File: src/hw/rtl/parallel_led_bit_waveform_core_defines.svh
// Assertion macros of the parallel LED bit waveform core, used by the slot sequencer.
// Needs clk_i and rst_ni in the scope of every module that uses them.
`ifndef PARALLEL_LED_BIT_WAVEFORM_CORE_DEFINES_SVH
`define PARALLEL_LED_BIT_WAVEFORM_CORE_DEFINES_SVH
`ifndef SYNTHESIS
// Checked on every rising clock edge outside reset.
`define PLBW_ASSERT(lbl, prop, msg) \
  lbl: assert property (@(posedge clk_i) disable iff (!rst_ni) (prop)) else $error(msg);
// Checked on every rising clock edge, reset included.
`define PLBW_ASSERT_ALWAYS(lbl, prop, msg) \
  lbl: assert property (@(posedge clk_i) (prop)) else $error(msg);
`else
`define PLBW_ASSERT(lbl, prop, msg)
`define PLBW_ASSERT_ALWAYS(lbl, prop, msg)
`endif
`endif

File: src/hw/rtl/plbw_pkg.sv
// Shared widths, register indexes and control types of the LED bit waveform core.
// No dependencies.
package plbw_pkg;

  localparam int unsigned SlotW      = 6;
  localparam int unsigned PlaneW     = 16;
  localparam int unsigned LaneCntW   = 5;
  localparam int unsigned TimingW    = 48;
  localparam int unsigned LaneFieldW = 12;
  localparam int unsigned LanesPerReg = 4;
  localparam int unsigned TimingRegs = 4;
  localparam int unsigned DataW      = 64;
  localparam int unsigned AddrW      = 6;
  localparam int unsigned IdxW       = 3;

  localparam logic [SlotW-1:0]    BitSlotsReset    = 6'd26;
  localparam logic [LaneCntW-1:0] ActiveLanesReset = 5'd16;

  typedef enum logic [IdxW-1:0] {
    REG_BIT_SLOTS    = 3'd0,
    REG_ACTIVE_LANES = 3'd1,
    REG_TIMING_0_3   = 3'd2,
    REG_TIMING_4_7   = 3'd3,
    REG_TIMING_8_11  = 3'd4,
    REG_TIMING_12_15 = 3'd5
  } cfg_reg_e;

  // Control from the slot sequencer to the merge stage.
  typedef struct packed {
    logic emit;
    logic last;
  } seq_ctrl_t;

endpackage

File: src/hw/rtl/plbw_lane.sv
// One lane of the waveform encoder: decides the pin level of its lane in the current slot.
// Depends on plbw_pkg.
module plbw_lane import plbw_pkg::*; (
  input  logic                  data_i,
  input  logic                  enable_i,
  input  logic [LaneFieldW-1:0] timing_i,
  input  logic [SlotW-1:0]      slot_i,
  output logic                  level_o
);

  logic [SlotW-1:0] high_slots;

  // The upper half of the field serves a one bit, the lower half a zero bit.
  assign high_slots = data_i ? timing_i[2*SlotW-1:SlotW] : timing_i[SlotW-1:0];
  assign level_o    = enable_i && (slot_i < high_slots);

endmodule

File: src/hw/rtl/plbw_seq.sv
// Slot sequencer: holds the accepted bit plane and walks the slot index through one bit time.
// Depends on plbw_pkg and the assertion macro header.
`include "parallel_led_bit_waveform_core_defines.svh"
module plbw_seq import plbw_pkg::*; (
  input  logic              clk_i,
  input  logic              rst_ni,
  input  logic              in_valid_i,
  output logic              in_ready_o,
  input  logic [PlaneW-1:0] plane_bits_i,
  input  logic [SlotW-1:0]  slots_i,
  input  logic              load_ok_i,
  output logic [PlaneW-1:0] plane_o,
  output logic [SlotW-1:0]  slot_o,
  output seq_ctrl_t         ctrl_o
);

  logic              busy_q, busy_d;
  logic [SlotW-1:0]  slot_q, slot_d;
  logic [PlaneW-1:0] plane_q, plane_d;
  logic              last_slot;
  logic              emit;
  logic              accept;

  always_comb begin
    last_slot  = (slot_q == SlotW'(slots_i - 6'd1));
    emit       = busy_q && load_ok_i;
    in_ready_o = !busy_q || (emit && last_slot);
    accept     = in_valid_i && in_ready_o;

    busy_d  = busy_q;
    slot_d  = slot_q;
    plane_d = plane_q;
    if (emit) begin
      if (last_slot) begin
        busy_d = 1'b0;
        slot_d = '0;
      end else begin
        slot_d = SlotW'(slot_q + 6'd1);
      end
    end
    // A new plane may start in the cycle that sends the last word of the previous one.
    if (accept) begin
      busy_d  = 1'b1;
      slot_d  = '0;
      plane_d = plane_bits_i;
    end
  end

  always_ff @(posedge clk_i or negedge rst_ni) begin
    if (!rst_ni) begin
      busy_q <= 1'b0;
      slot_q <= '0;
    end else begin
      busy_q <= busy_d;
      slot_q <= slot_d;
    end
  end

  always_ff @(posedge clk_i) begin
    plane_q <= plane_d;
  end

  assign plane_o     = plane_q;
  assign slot_o      = slot_q;
  assign ctrl_o.emit = emit;
  assign ctrl_o.last = last_slot;

  `PLBW_ASSERT(a_accept_starts_run, (in_valid_i && in_ready_o) |=> (busy_q && slot_q == '0), "accepted plane did not start at slot zero")
  `PLBW_ASSERT(a_slot_steps, (emit && !last_slot && !in_valid_i) |=> (busy_q && slot_q == SlotW'($past(slot_q) + 6'd1)), "slot index did not advance by one")
  `PLBW_ASSERT(a_run_ends, (emit && last_slot && !in_valid_i) |=> !busy_q, "sequencer stayed busy after the last slot")

endmodule

File: src/hw/rtl/plbw_merge.sv
// Merge stage: gathers the lane levels into one slot word and holds it in the output register.
// Depends on plbw_pkg.
module plbw_merge import plbw_pkg::*; (
  input  logic              clk_i,
  input  logic              rst_ni,
  input  logic [PlaneW-1:0] levels_i,
  input  seq_ctrl_t         ctrl_i,
  output logic              load_ok_o,
  output logic              out_valid_o,
  input  logic              out_ready_i,
  output logic [PlaneW-1:0] slot_word_o,
  output logic              last_slot_o
);

  logic              valid_q, valid_d;
  logic [PlaneW-1:0] word_q, word_d;
  logic              last_q, last_d;

  assign load_ok_o = !valid_q || out_ready_i;

  always_comb begin
    valid_d = valid_q;
    word_d  = word_q;
    last_d  = last_q;
    if (ctrl_i.emit) begin
      valid_d = 1'b1;
      word_d  = levels_i;
      last_d  = ctrl_i.last;
    end else if (out_ready_i) begin
      valid_d = 1'b0;
    end
  end

  always_ff @(posedge clk_i or negedge rst_ni) begin
    if (!rst_ni) begin
      valid_q <= 1'b0;
    end else begin
      valid_q <= valid_d;
    end
  end

  always_ff @(posedge clk_i) begin
    word_q <= word_d;
    last_q <= last_d;
  end

  assign out_valid_o = valid_q;
  assign slot_word_o = word_q;
  assign last_slot_o = last_q;

endmodule

File: src/hw/rtl/parallel_led_bit_waveform_core.sv
// Top level of the parallel LED bit waveform core: register file, slot sequencer, lanes and merge stage.
// Depends on plbw_pkg, plbw_lane, plbw_seq and plbw_merge.
//
// Usage: each word on the input channel (plane_bits_i, in_valid_i/in_ready_o) is one bit plane,
// bit n being the next data bit of LED lane n. For every plane the core sends a run of
// bit_slots words (one if zero, at most MAX_BIT_SLOTS) on the output channel (slot_word_o,
// last_slot_o, out_valid_o/out_ready_i), one per slot of the common bit time; last_slot_o
// marks the final word of the run. A lane is high in slot s while s is below its high-slot
// count, taken from the one-bit or zero-bit half of its timing field. Lanes at or above
// active_lanes stay low. Path: an accepted plane is held in the slot sequencer, and each
// word of its run then passes through the merge stage's output register before it is valid.
// Throughput: one word per cycle while out_ready_i is high; the slot sequencer overlaps the
// acceptance of the next plane with the last word of the current one, so runs follow
// without a gap.
// Reset: bit_slots returns to 26, active_lanes to 16, all timing fields to zero, and the
// core is idle with no word pending.
// Stall: while out_ready_i is low the output register holds its word, the slot index
// waits, and in_ready_o stays low until the last word of the run can be sent.
// The user writes configuration over the APB port only while idle; the core does not check.
module parallel_led_bit_waveform_core import plbw_pkg::*; #(
  parameter int unsigned LANES         = 16,
  parameter int unsigned MAX_BIT_SLOTS = 63
) (
  input  logic              clk_i,
  input  logic              rst_ni,
  input  logic              psel,
  input  logic              penable,
  input  logic              pwrite,
  input  logic [AddrW-1:0]  paddr,
  input  logic [DataW-1:0]  pwdata,
  output logic [DataW-1:0]  prdata,
  output logic              pready,
  input  logic              in_valid_i,
  output logic              in_ready_o,
  input  logic [PlaneW-1:0] plane_bits_i,
  output logic              out_valid_o,
  input  logic              out_ready_i,
  output logic [PlaneW-1:0] slot_word_o,
  output logic              last_slot_o
);

  localparam logic [SlotW-1:0]    MaxSlots = SlotW'(MAX_BIT_SLOTS);
  localparam logic [LaneCntW-1:0] MaxLanes = LaneCntW'(LANES);

  // Configuration registers.
  logic [SlotW-1:0]    bit_slots_q;
  logic [LaneCntW-1:0] active_lanes_q;
  logic [TimingW-1:0]  lane_timing_q [TimingRegs];
  cfg_reg_e            reg_idx;
  logic                cfg_write;

  assign pready    = 1'b1;
  assign reg_idx   = cfg_reg_e'(paddr[AddrW-1:AddrW-IdxW]);
  assign cfg_write = psel && penable && pwrite;

  always_ff @(posedge clk_i or negedge rst_ni) begin
    if (!rst_ni) begin
      bit_slots_q    <= BitSlotsReset;
      active_lanes_q <= ActiveLanesReset;
      for (int i = 0; i < TimingRegs; i++) begin
        lane_timing_q[i] <= '0;
      end
    end else if (cfg_write) begin
      case (reg_idx)
        REG_BIT_SLOTS:    bit_slots_q      <= pwdata[SlotW-1:0];
        REG_ACTIVE_LANES: active_lanes_q   <= pwdata[LaneCntW-1:0];
        REG_TIMING_0_3:   lane_timing_q[0] <= pwdata[TimingW-1:0];
        REG_TIMING_4_7:   lane_timing_q[1] <= pwdata[TimingW-1:0];
        REG_TIMING_8_11:  lane_timing_q[2] <= pwdata[TimingW-1:0];
        REG_TIMING_12_15: lane_timing_q[3] <= pwdata[TimingW-1:0];
        default: ;
      endcase
    end
  end

  always_comb begin
    case (reg_idx)
      REG_BIT_SLOTS:    prdata = DataW'(bit_slots_q);
      REG_ACTIVE_LANES: prdata = DataW'(active_lanes_q);
      REG_TIMING_0_3:   prdata = DataW'(lane_timing_q[0]);
      REG_TIMING_4_7:   prdata = DataW'(lane_timing_q[1]);
      REG_TIMING_8_11:  prdata = DataW'(lane_timing_q[2]);
      REG_TIMING_12_15: prdata = DataW'(lane_timing_q[3]);
      default:          prdata = '0;
    endcase
  end

  // Effective run length and lane count. A zero slot count still sends one word.
  logic [SlotW-1:0]    slots_eff;
  logic [LaneCntW-1:0] lanes_eff;

  always_comb begin
    if (bit_slots_q == '0) begin
      slots_eff = SlotW'(1);
    end else if (bit_slots_q > MaxSlots) begin
      slots_eff = MaxSlots;
    end else begin
      slots_eff = bit_slots_q;
    end
    lanes_eff = (active_lanes_q > MaxLanes) ? MaxLanes : active_lanes_q;
  end

  // Slot sequencer.
  logic              load_ok;
  logic [PlaneW-1:0] plane;
  logic [SlotW-1:0]  slot;
  seq_ctrl_t         seq_ctrl;

  plbw_seq u_seq (
    .clk_i        (clk_i),
    .rst_ni       (rst_ni),
    .in_valid_i   (in_valid_i),
    .in_ready_o   (in_ready_o),
    .plane_bits_i (plane_bits_i),
    .slots_i      (slots_eff),
    .load_ok_i    (load_ok),
    .plane_o      (plane),
    .slot_o       (slot),
    .ctrl_o       (seq_ctrl)
  );

  // One lane per driven pin; pins beyond LANES are tied low.
  logic [PlaneW-1:0] pin_levels;

  for (genvar n = 0; n < PlaneW; n++) begin : g_lane
    if (n < LANES) begin : g_on
      plbw_lane u_lane (
        .data_i   (plane[n]),
        .enable_i (LaneCntW'(n) < lanes_eff),
        .timing_i (lane_timing_q[n / LanesPerReg][LaneFieldW*(n % LanesPerReg) +: LaneFieldW]),
        .slot_i   (slot),
        .level_o  (pin_levels[n])
      );
    end else begin : g_off
      assign pin_levels[n] = 1'b0;
    end
  end

  // Merge stage and output register.
  plbw_merge u_merge (
    .clk_i       (clk_i),
    .rst_ni      (rst_ni),
    .levels_i    (pin_levels),
    .ctrl_i      (seq_ctrl),
    .load_ok_o   (load_ok),
    .out_valid_o (out_valid_o),
    .out_ready_i (out_ready_i),
    .slot_word_o (slot_word_o),
    .last_slot_o (last_slot_o)
  );

endmodule
File: config.mk
export PLATFORM = sky130hd
export DESIGN_NAME = parallel_led_bit_waveform_core
export DESIGN_NICKNAME = d
export VERILOG_FILES = /design/src/hw/rtl/plbw_pkg.sv /design/src/hw/rtl/plbw_lane.sv /design/src/hw/rtl/plbw_seq.sv /design/src/hw/rtl/plbw_merge.sv /design/src/hw/rtl/parallel_led_bit_waveform_core.sv
export VERILOG_INCLUDE_DIRS = /design/src /design/src/hw/rtl
export SDC_FILE = /design/constraint.sdc
export NUM_CORES = 1
export LEC_CHECK = 0
export BUFFER_PORTS_ARGS = -buffer_cell sky130_fd_sc_hd__buf_2
export CORE_ASPECT_RATIO = 2
export CORE_MARGIN = 2
export CORE_UTILIZATION = 55
export DETAILED_ROUTE_END_ITERATION = 16
export PLACE_DENSITY_LB_ADDON = 0.25
export SLEW_MARGIN = 40
export SYNTH_ARGS = -nofsm -noshare
export SYNTH_HDL_FRONTEND = slang
export SYNTH_HIERARCHICAL = 1
export SYNTH_SLANG_ARGS = --single-unit
File: constraint.sdc
create_clock -name clk_i -period 4.68 [get_ports clk_i]
set_clock_uncertainty 0.15 [all_clocks]
set_input_delay 1.17 -clock clk_i [delete_from_list [all_inputs] [get_ports clk_i]]
set_output_delay 1.17 -clock clk_i [all_outputs]
set_load 0.02 [all_outputs]
==> impl_metrics.py, run 1 <==
metrics = {
    "clocking": {
        "path_clk_slew_ns": 0.06,
        "cts.root.buffer_cell": "clkbuf_16",
        "cts_max_level": 1,
        "cts_buffer_depth": 3,
        "cts_tree": "done",
        "clkLatencyLatePin_ns": 0.53,
        "clock-sinks": 244,
        "cts_buffers": 24,
        "cts_hold_buffers": 0,
    },
    "worst_setup_path": {
        "crit_slowest_cell": "or4_1",
        "critPathCaptureType": "output pin",
        "worstPathArrival_ns": 3.16,
        "worstPathMaxFanout": 4,
        "path_class": "reg2out",
        "cp_top_family": "compound AO/OA/AOI/OAI gates",
        "worstPathCellList": "or4_1 > o21bai_2 > inv_1 > ha_1 > nand2b_1 > o211a_1 > o31a_1 > o31ai_4 > buf_2",
        "r2r-start": "bit_slots_q[5]$_DFFE_PN0P_",
        "path_buf_inv": 2,
        "startpoint": "bit_slots_q[5]$_DFFE_PN0P_",
        "max_stage_delay_ns": 0.56,
        "crit_path_start_kind": "flip-flop",
        "crit_required_ns": 3.36,
    },
    "logic_synthesis": {
        "ys_seq_area_frac": 0.442,
        "yosys_warnings": 6,
        "syn_inst": 1090,
        "ys_types": 56,
        "synth_edf_count": 33,
        "ys_ff_latch": 244,
        "syn_avg_cell_area_um2": 13.0,
        "netlist_area_um2": 14200,
        "synth_ff_type": "dfrtp_1",
        "async_flop_share": 0.865,
    },
    "placed_design": {
        "gp_congestion": 0.852,
        "portBuffers": 140,
        "dp_hpwl_um": 26500,
    },
    "finish": {
        "n_fill_cell": 2073,
        "layout.nets": 1383,
        "drive_above_1_share": 0.351,
        "synthToLayoutAreaGrowth_pct": 12.0,
        "ff_latch_area_um2": 6280,
        "multi_input_area_um2": 7320,
    },
    "sta": {
        "max_freq_ghz": 0.223,
        "fin_crit_ns": 4.48,
        "hold_violations": 0,
        "maxSlewHeadroom": 0.461,
        "grt_setup_unrepaired": "no",
        "final-max-slew-violation-count": 0,
        "min_period_over_period": 0.958,
        "worstMarginPinSlew_ns": 0.809,
        "tns_ns": 0,
        "setup_viol": 0,
    },
    "power": {
        "p_leak_nw": 7.60,
        "p_total_mw": 7.72,
        "powerDensity_nw_per_um2": 485,
        "peakVddDrop_v": 0.000339,
    },
    "floorplan": {
        "num_io_pins": 177,
        "die_h_um": 231,
        "dieArea_um2": 27200,
        "core_um2": 25500,
        "row_count": 83,
        "die_w_um": 118,
        "start_util": 0.556,
    },
    "drt": {
        "avgRoutedWirePerCell_um": 24.1,
        "ant_nets": 0,
        "vias": 9508,
        "drc": 0,
        "wirelength_um": 37800,
        "drtIter0Drc": 432,
        "viasPerCell": 6.07,
        "dr.pass1.iters": 4,
    },
    "worst_hold_path": {
        "hp-class": "reg2reg",
        "min_from": "lane_timing_q[180]$_DFFE_PN0P_",
    },
    "global_route": {
        "grt_max_degree": 109,
        "grt_usage": 0.276,
        "grt_overflow": 0,
        "antenna_found_initial": 2,
        "grt_pass1_vias": 10100,
        "grt_pass1_wl_um": 57800,
    },
    "flow_run": {
        "maxCapViolCount": 0,
    },
    "outcome": {
        "status": "finished clean",
    },
}
-- worst paths after layout --
check / to / slack [ns] / cells past startpoint
min reg2reg: lane_timing_q[180]$_DFFE_PN0P_ / 0.37 / 1
max in group asynchronous: lane_timing_q[145]$_DFFE_PN0P_ / 3.13 / 2
max reg2reg: u_seq/plane_o[4]$_DFFE_PN_ / 0.94 / 10
max: in_ready_o / 0.20 / 9
min in group asynchronous: lane_timing_q[186]$_DFFE_PN0P_ / 0.45 / 1
min: lane_timing_q[180]$_DFFE_PN0P_ / 0.37 / 1
-- kinds of logic (layout without fill, tap and decap cells) --
logic type	after synthesis	in the layout	synth area share
multiplexers	399	399	0.305
flip-flops	244	244	0.442
AO/OA/AOI/OAI	140	140	0.0786
AND/OR/NAND/NOR	116	116	0.0485
buffers and inverters	99	220	0.0480
adder cells (fa/ha/maj)	82	82	0.0723
XOR/XNOR	8	8	0.00494
other	2	18	0.000529
-- stage by stage --
| stage | area, um2 | worst slack, ns | instances | hold WS, ns | util |
|---|---|---|---|---|---|
| 2_1_floorplan | 14200 | 0.987 | 1105 | 0.329 | - |
| 3_3_place_gp | 15000 | 0.691 | 1522 | 0.341 | 0.588 |
| 3_5_place_dp | 15000 | 0.647 | 1522 | 0.351 | 0.588 |
| 4_1_cts | 15900 | 0.0642 | 1566 | 0.371 | 0.622 |
| 5_1_grt | 15900 | 0.0367 | 1567 | 0.388 | 0.622 |
| 6_report | 15900 | 0.198 | 1567 | 0.371 | 0.622 |
-- cell usage in the layout (no fill, tap or decap), types with 5 or more instances in the layout --
master | synthesis | final
conb_1 | 2 | 17
edfxtp_1 | 33 | 33
clkbuf_16 | 0 | 27
a21o_1 | 16 | 16
nor3_1 | 20 | 20
mux2_4 | 20 | 20
ha_1 | 82 | 82
clkbuf_8 | 0 | 6
mux2i_1 | 192 | 192
o21a_1 | 19 | 19
a221oi_2 | 16 | 16
dfrtp_1 | 207 | 207
o22ai_1 | 45 | 45
buf_2 | 20 | 138
nor2_1 | 11 | 10
nand3_1 | 5 | 5
o21ai_0 | 6 | 6
nand2b_1 | 24 | 22
mux2_2 | 167 | 167
and3_1 | 18 | 18
inv_1 | 9 | 9
o211ai_1 | 16 | 16
mux2_1 | 20 | 20
buf_4 | 26 | 24
nand2_1 | 20 | 20
xnor2_1 | 6 | 6
-- area by class of cell --
cell class / instances / area share
Inverter: 9 / 0.00212
Sequential cell: 244 / 0.395
Timing Repair Buffer: 167 / 0.0614
Multi-Input combinational cell: 762 / 0.460
Clock buffer: 35 / 0.0468
Clock inverter: 9 / 0.00763
Tap cell: 340 / 0.0268
Antenna cell: 1 / 0.000157
-- flip-flops by register name, summed over array words and instances, names as in the netlist --
signal,flops
lane_timing_q,192
u_merge/out_valid_o,1
u_merge/slot_word_o,16
u_seq/slot_o,6
u_seq/plane_o,16
bit_slots_q,6
u_merge/last_slot_o,1
active_lanes_q,5
u_seq/busy_q,1
-- repair_timing --
item,in CTS,in global routing
endpoints found under the setup margin,0,1
resized for setup,0,1
buffers inserted,0,0
-- routing by layer --
layer | routed length (um) | global-route usage
met5 | 16 | 0
met4 | 1970 | 0.143
met2 | 20500 | 0.524
met3 | 1300 | 0.0317
met1 | 13900 | 0.298
-- power breakdown --
part	switching [mW]	leakage, nW	internal, mW
Clock	0.833	0.427	1.27
Sequential	0.421	3.00	2.63
Combinational	1.39	4.18	1.17
Total	2.65	7.60	5.07
-- synth_stat cells (2+ instances only) --
cell type / instances / area (um2)
a221oi_2: 16 / 240
nor3_1: 20 / 100
mux2_4: 20 / 300
buf_1: 2 / 7.51
o22ai_1: 45 / 282
o21bai_1: 5 / 37.5
a21oi_1: 4 / 20.0
ha_1: 82 / 1030
buf_4: 26 / 195
a211oi_1: 2 / 15.0
buf_8: 2 / 30.0
nand4b_4: 2 / 47.6
nand2_1: 20 / 75.1
xnor2_1: 6 / 52.6
and3_1: 18 / 113
nand4_1: 2 / 12.5
nand3_1: 5 / 25.0
buf_6: 22 / 248
inv_1: 9 / 33.8
a21o_1: 16 / 120
nor2b_1: 2 / 12.5
nand2b_1: 24 / 150
o21ai_0: 6 / 30.0
nor2_1: 11 / 41.3
clkbuf_1: 18 / 67.6
conb_1: 2 / 7.51
mux2_2: 167 / 1880
o211ai_1: 16 / 120
dfrtp_1: 207 / 5180
o221ai_1: 4 / 35.0
buf_2: 20 / 100
edfxtp_1: 33 / 991
o21a_1: 19 / 143
dfstp_2: 4 / 105
mux2_1: 20 / 225
xor2_1: 2 / 17.5
mux2i_1: 192 / 1920
Power figures use the tool's default switching activity.
==> inputs of run 2 (changes only) <==
REMOVE_ABC_BUFFERS = 1   (was default)
==> impl_metrics.py, run 2 (synthesis gave the netlist of run 1 again) <==
metrics = {
    "outcome": {
        "status": "finished clean",
    },
    "sta": {
        "min_period_over_period": 0.967,
        "tns_ns": 0,
        "setup_viol": 0,
        "holdWs_ns": 0.368,
        "fin_crit_ns": 4.53,
        "maxSlewHeadroom": 0.413,
        "grt_setup_unrepaired": "no",
        "final-max-slew-violation-count": 0,
        "max_freq_ghz": 0.221,
        "worstMarginPinSlew_ns": 0.877,
        "hold_violations": 0,
    },
    "floorplan": {
        "core_um2": 25500,
        "row_count": 83,
        "die_w_um": 118,
        "num_io_pins": 177,
        "start_util": 0.556,
        "die_h_um": 231,
        "dieArea_um2": 27200,
    },
    "finish": {
        "most-common-layout-cells": "dfrtp_1, mux2i_1, mux2_2",
        "largest_reg_flops": 192,
        "finalCoreUtilization": 0.618,
        "largest_register": "lane_timing_q",
        "drive_above_1_share": 0.345,
        "n_fill_cell": 2081,
        "layout.nets": 1380,
        "instances_no_fill": 1562,
        "synthToLayoutAreaGrowth_pct": 11.3,
        "layout_commonest_cell": "dfrtp_1",
        "diodes": 0,
    },
    "power": {
        "peakVddDrop_v": 0.000359,
        "seq_power_share": 0.407,
        "switchingPower_mw": 2.59,
        "powerDensity_nw_per_um2": 473,
        "p_int_mw": 4.88,
        "p_total_mw": 7.47,
        "p_clk_frac": 0.253,
        "p_leak_nw": 7.55,
        "pwr-share-comb": 0.340,
        "swShare": 0.347,
    },
    "global_route": {
        "grt_pass1_wl_um": 56800,
        "antenna_found_initial": 0,
        "grt_pass1_vias": 9872,
        "grt_max_degree": 81,
        "grt_usage": 0.271,
        "grt_overflow": 0,
    },
    "worst_setup_path": {
        "critPathCaptureType": "output pin",
        "startpoint": "bit_slots_q[5]$_DFFE_PN0P_",
        "r2r_slack_ns": 1.35,
        "worstPathArrival_ns": 3.21,
        "crit_path_start_kind": "flip-flop",
        "r2r-start": "bit_slots_q[5]$_DFFE_PN0P_",
        "path_class": "reg2out",
        "endpoint": "in_ready_o",
        "worstPathMaxFanout": 4,
        "rr_worst_depth": 10,
        "r2r-end": "u_seq/plane_o[12]$_DFFE_PN_",
        "crit_required_ns": 3.36,
    },
    "clocking": {
        "clock-sinks": 244,
        "cts_buffers": 23,
        "cts_max_level": 1,
        "path_clk_slew_ns": 0.07,
        "cts_tree": "done",
        "clkLatencyLatePin_ns": 0.54,
        "cts_buffer_depth": 3,
        "postCtsSetupBuffers": 0,
        "cts.root.buffer_cell": "clkbuf_16",
    },
    "placed_design": {
        "gp_congestion": 0.836,
        "portBuffers": 140,
        "dp_hpwl_um": 26300,
        "placed_cells": 1520,
    },
    "drt": {
        "drtIter0Drc": 556,
        "dr.pass1.iters": 6,
        "ant_nets": 0,
        "wl_met3_um": 1240,
        "drt-met1-wl_um": 13900,
        "route.met2.wl_um": 19900,
        "viasPerCell": 6.01,
        "drc": 0,
        "avgRoutedWirePerCell_um": 23.6,
        "highest_layer": "met4",
        "wirelength_um": 36800,
        "vias": 9380,
    },
    "worst_hold_path": {
        "hp-class": "reg2reg",
    },
    "flow_run": {
        "maxCapViolCount": 0,
    },
}
==> run 2: cell types whose count changed in the layout (fill, tap and decap cells not counted) <==
cell | previous run | this run
o21bai_2 | 1 | 0
clkbuf_16 | 27 | 24
clkinv_1 | 1 | 0
clkbuf_8 | 6 | 9
buf_12 | 4 | 6
buf_4 | 24 | 20
inv_8 | 0 | 1
inv_6 | 0 | 1
o21bai_4 | 0 | 1
diode_2 | 1 | 0
bufinv_16 | 3 | 0
clkinv_2 | 4 | 0
clkbuf_1 | 3 | 8
clkinvlp_4 | 1 | 0
==> run 2: worst min-delay path by stage <==
| stage | start | end | slack, ns | cells past startpoint |
|---|---|---|---|---|
| floorplan | lane_timing_q[171]$_DFFE_PN0P_ | lane_timing_q[171]$_DFFE_PN0P_ | 0.33 | 1 |
| global placement | lane_timing_q[187]$_DFFE_PN0P_ | lane_timing_q[187]$_DFFE_PN0P_ | 0.34 | 1 |
| detailed placement | lane_timing_q[182]$_DFFE_PN0P_ | lane_timing_q[182]$_DFFE_PN0P_ | 0.35 | 1 |
| CTS | lane_timing_q[182]$_DFFE_PN0P_ | lane_timing_q[182]$_DFFE_PN0P_ | 0.37 | 1 |
| global route | lane_timing_q[182]$_DFFE_PN0P_ | lane_timing_q[182]$_DFFE_PN0P_ | 0.38 | 1 |
| finish | lane_timing_q[173]$_DFFE_PN0P_ | lane_timing_q[173]$_DFFE_PN0P_ | 0.37 | 1 |
==> run 2: power groups by stage <==
| stage | registers (mW) | clock network (mW) | logic (mW) |
|---|---|---|---|
| after floorplan | 3.09 | 0 | 1.61 |
| after detailed placement | 3.07 | 0 | 2.52 |
| after CTS | 3.04 | 1.94 | 2.54 |
| after global placement | 3.05 | 0 | 2.44 |
| after global routing | 3.10 | 2.02 | 2.80 |
| final | 3.04 | 1.89 | 2.54 |
==> run 2: metrics by stage <==
step / instance area, um2 / worst slack [ns]
after global routing: 15800 / 0.0191
after floorplan: 13600 / 0.570
final: 15800 / 0.153
after global placement: 15000 / 0.596
after CTS: 15800 / 0.0145
after detailed placement: 15000 / 0.544
==> run 2: critical path: stages, from the launching register on <==
cell and delay [ns]:
dfrtp_1 0.45, or4_1 0.59, o21bai_4 0.19, inv_1 0.07
ha_1 0.24, nand2b_1 0.17, o211a_1 0.14, o31a_1 0.32
o31ai_4 0.28, buf_2 0.23
==> run 2: routing by layer <==
metal  track usage  up-vias
met5             0        -
met4         0.139        0
met3        0.0288       84
met2         0.507      256
met1         0.303     4755
li1              -     4285
==> run 2: repair_timing <==
action | in CTS | in global routing
resized for setup | 0 | 2
hold buffers | 0 | 0
endpoints found under the setup margin | 0 | 1
==> run 2: cell type report <==
type / instances / area [um2] / area share
multi-input cells: 762 / 7330 / 0.464
repair buffers: 165 / 975 / 0.0617
clock buffers: 40 / 741 / 0.0469
inverters: 9 / 33.8 / 0.00214
well taps: 340 / 425 / 0.0269
clock inverters: 2 / 20.0 / 0.00127
flip-flops and latches: 244 / 6280 / 0.397
==> inputs of run 3 (changes only) <==
PLACE_DENSITY = 0.85   (was default)
PLACE_DENSITY_LB_ADDON = default   (was 0.25)
TNS_END_PERCENT = 5   (was default)
==> impl_metrics.py, run 3 (synthesis gave the netlist of run 1 again) <==
metrics = {
    "worst_setup_path": {
        "r2r-start": "bit_slots_q[2]$_DFFE_PN0P_",
        "max_stage_delay_ns": 0.55,
        "rr_worst_depth": 10,
        "crit_slowest_cell": "or4_1",
        "r2r_slack_ns": 1.25,
        "crit_path_start_kind": "flip-flop",
        "worstPathArrival_ns": 3.22,
        "worstPathCellList": "or4_1 > o21bai_4 > inv_1 > ha_1 > nand2b_1 > o211a_1 > o31a_1 > o31ai_4 > buf_2",
        "r2r-end": "u_seq/plane_o[11]$_DFFE_PN_",
        "worstPathMaxFanout": 9,
        "crit_required_ns": 3.36,
        "critPathCaptureType": "output pin",
        "path_class": "reg2out",
    },
    "drt": {
        "wirelength_um": 37400,
        "vias": 9710,
        "avgRoutedWirePerCell_um": 24.0,
        "drc": 0,
        "dr.pass1.iters": 5,
        "ant_nets": 0,
        "viasPerCell": 6.23,
        "drtIter0Drc": 563,
    },
    "power": {
        "powerDensity_nw_per_um2": 476,
        "p_leak_nw": 7.51,
        "peakVddDrop_v": 0.000228,
        "p_total_mw": 7.49,
    },
    "floorplan": {
        "core_um2": 25500,
        "num_io_pins": 177,
        "die_w_um": 118,
        "start_util": 0.556,
        "dieArea_um2": 27200,
        "row_count": 83,
        "die_h_um": 231,
    },
    "placed_design": {
        "dp_hpwl_um": 26400,
        "portBuffers": 140,
        "gp_congestion": 0.911,
    },
    "finish": {
        "most-common-layout-cells": "dfrtp_1, mux2i_1, mux2_2",
        "synthToLayoutAreaGrowth_pct": 10.8,
        "largest_register": "lane_timing_q",
        "n_fill_cell": 2018,
        "diodes": 0,
        "drive_above_1_share": 0.345,
        "layout.nets": 1378,
        "largest_reg_flops": 192,
        "layout_commonest_cell": "dfrtp_1",
    },
    "clocking": {
        "cts_max_level": 1,
        "cts_buffer_depth": 3,
        "post_cts_resized": 0,
        "clock-sinks": 244,
        "path_clk_slew_ns": 0.07,
        "postCtsSetupBuffers": 0,
        "cts_buffers": 23,
        "cts.root.buffer_cell": "clkbuf_16",
        "cts_tree": "done",
        "clkLatencyLatePin_ns": 0.53,
        "cts_hold_buffers": 0,
    },
    "sta": {
        "min_period_over_period": 0.969,
        "tns_ns": 0,
        "final-max-slew-violation-count": 0,
        "maxSlewHeadroom": 0.448,
        "worstMarginPinSlew_ns": 0.826,
        "setup_viol": 0,
        "hold_violations": 0,
        "grt_setup_unrepaired": "no",
        "max_freq_ghz": 0.220,
        "fin_crit_ns": 4.54,
    },
    "worst_hold_path": {
        "whs_path_depth": 1,
        "hp-class": "reg2reg",
        "min_from": "lane_timing_q[183]$_DFFE_PN0P_",
        "holdPathEnd": "lane_timing_q[183]$_DFFE_PN0P_",
    },
    "global_route": {
        "grt_pass1_wl_um": 57600,
        "grt_max_degree": 119,
        "grt_usage": 0.274,
        "antenna_found_initial": 0,
        "grt_pass1_vias": 10400,
        "grt_overflow": 0,
    },
    "outcome": {
        "status": "finished clean",
    },
    "flow_run": {
        "maxCapViolCount": 0,
    },
}
-- run 3: how the worst max path moves through the flow --
stage	cells past startpoint	start	slack, ns	endpoint
2_1_floorplan	3	paddr[4]	0.57	lane_timing_q[0]$_DFFE_PN0P_
3_3_place_gp	6	paddr[3]	0.65	prdata[0]
3_5_place_dp	9	bit_slots_q[5]$_DFFE_PN0P_	0.61	in_ready_o
4_1_cts	9	bit_slots_q[2]$_DFFE_PN0P_	0.03	in_ready_o
5_1_grt	9	bit_slots_q[2]$_DFFE_PN0P_	0.02	in_ready_o
6_report	9	bit_slots_q[2]$_DFFE_PN0P_	0.14	in_ready_o
-- run 3: metrics by stage --
step           instances  utilization  instance area (um2)  hold slack (ns)  setup WS, ns
2_1_floorplan       1015            -                13600            0.329         0.570
3_3_place_gp        1517        0.586                15000            0.339         0.652
3_5_place_dp        1518        0.587                15000            0.347         0.614
4_1_cts             1559        0.615                15700            0.362        0.0251
5_1_grt             1559        0.616                15700            0.393        0.0228
6_report            1559        0.616                15700            0.359         0.143
-- run 3: area by class of cell --
class / instances / area (um2) / area share
flip-flops and latches: 244 / 6280 / 0.399
well taps: 340 / 425 / 0.0270
multi-input cells: 762 / 7330 / 0.466
repair buffers: 163 / 935 / 0.0594
inverters: 9 / 33.8 / 0.00215
clock buffers: 36 / 676 / 0.0429
clock inverters: 5 / 56.3 / 0.00358
-- run 3: layer usage --
metal,part of all wire,wire length [um],GRT usage
met1,0.35,12900,0.279
met2,0.54,20400,0.520
met3,0.046,1710,0.0372
met4,0.064,2400,0.172
met5,0,0,0
-- run 3: critical path: cells and delay by family (launching register included) --
family          cells  cell delay, ns
flops               1            0.48
compound gates      4            0.95
fa+ha+maj           1            0.24
simple gates        2            0.72
buf+inv             2            0.30
-- run 3: power by group --
| group | switching, mW | leakage [nW] | internal (mW) |
|---|---|---|---|
| Combinational | 1.37 | 4.15 | 1.16 |
| Clock | 0.826 | 0.354 | 1.05 |
| Sequential | 0.447 | 3.00 | 2.63 |
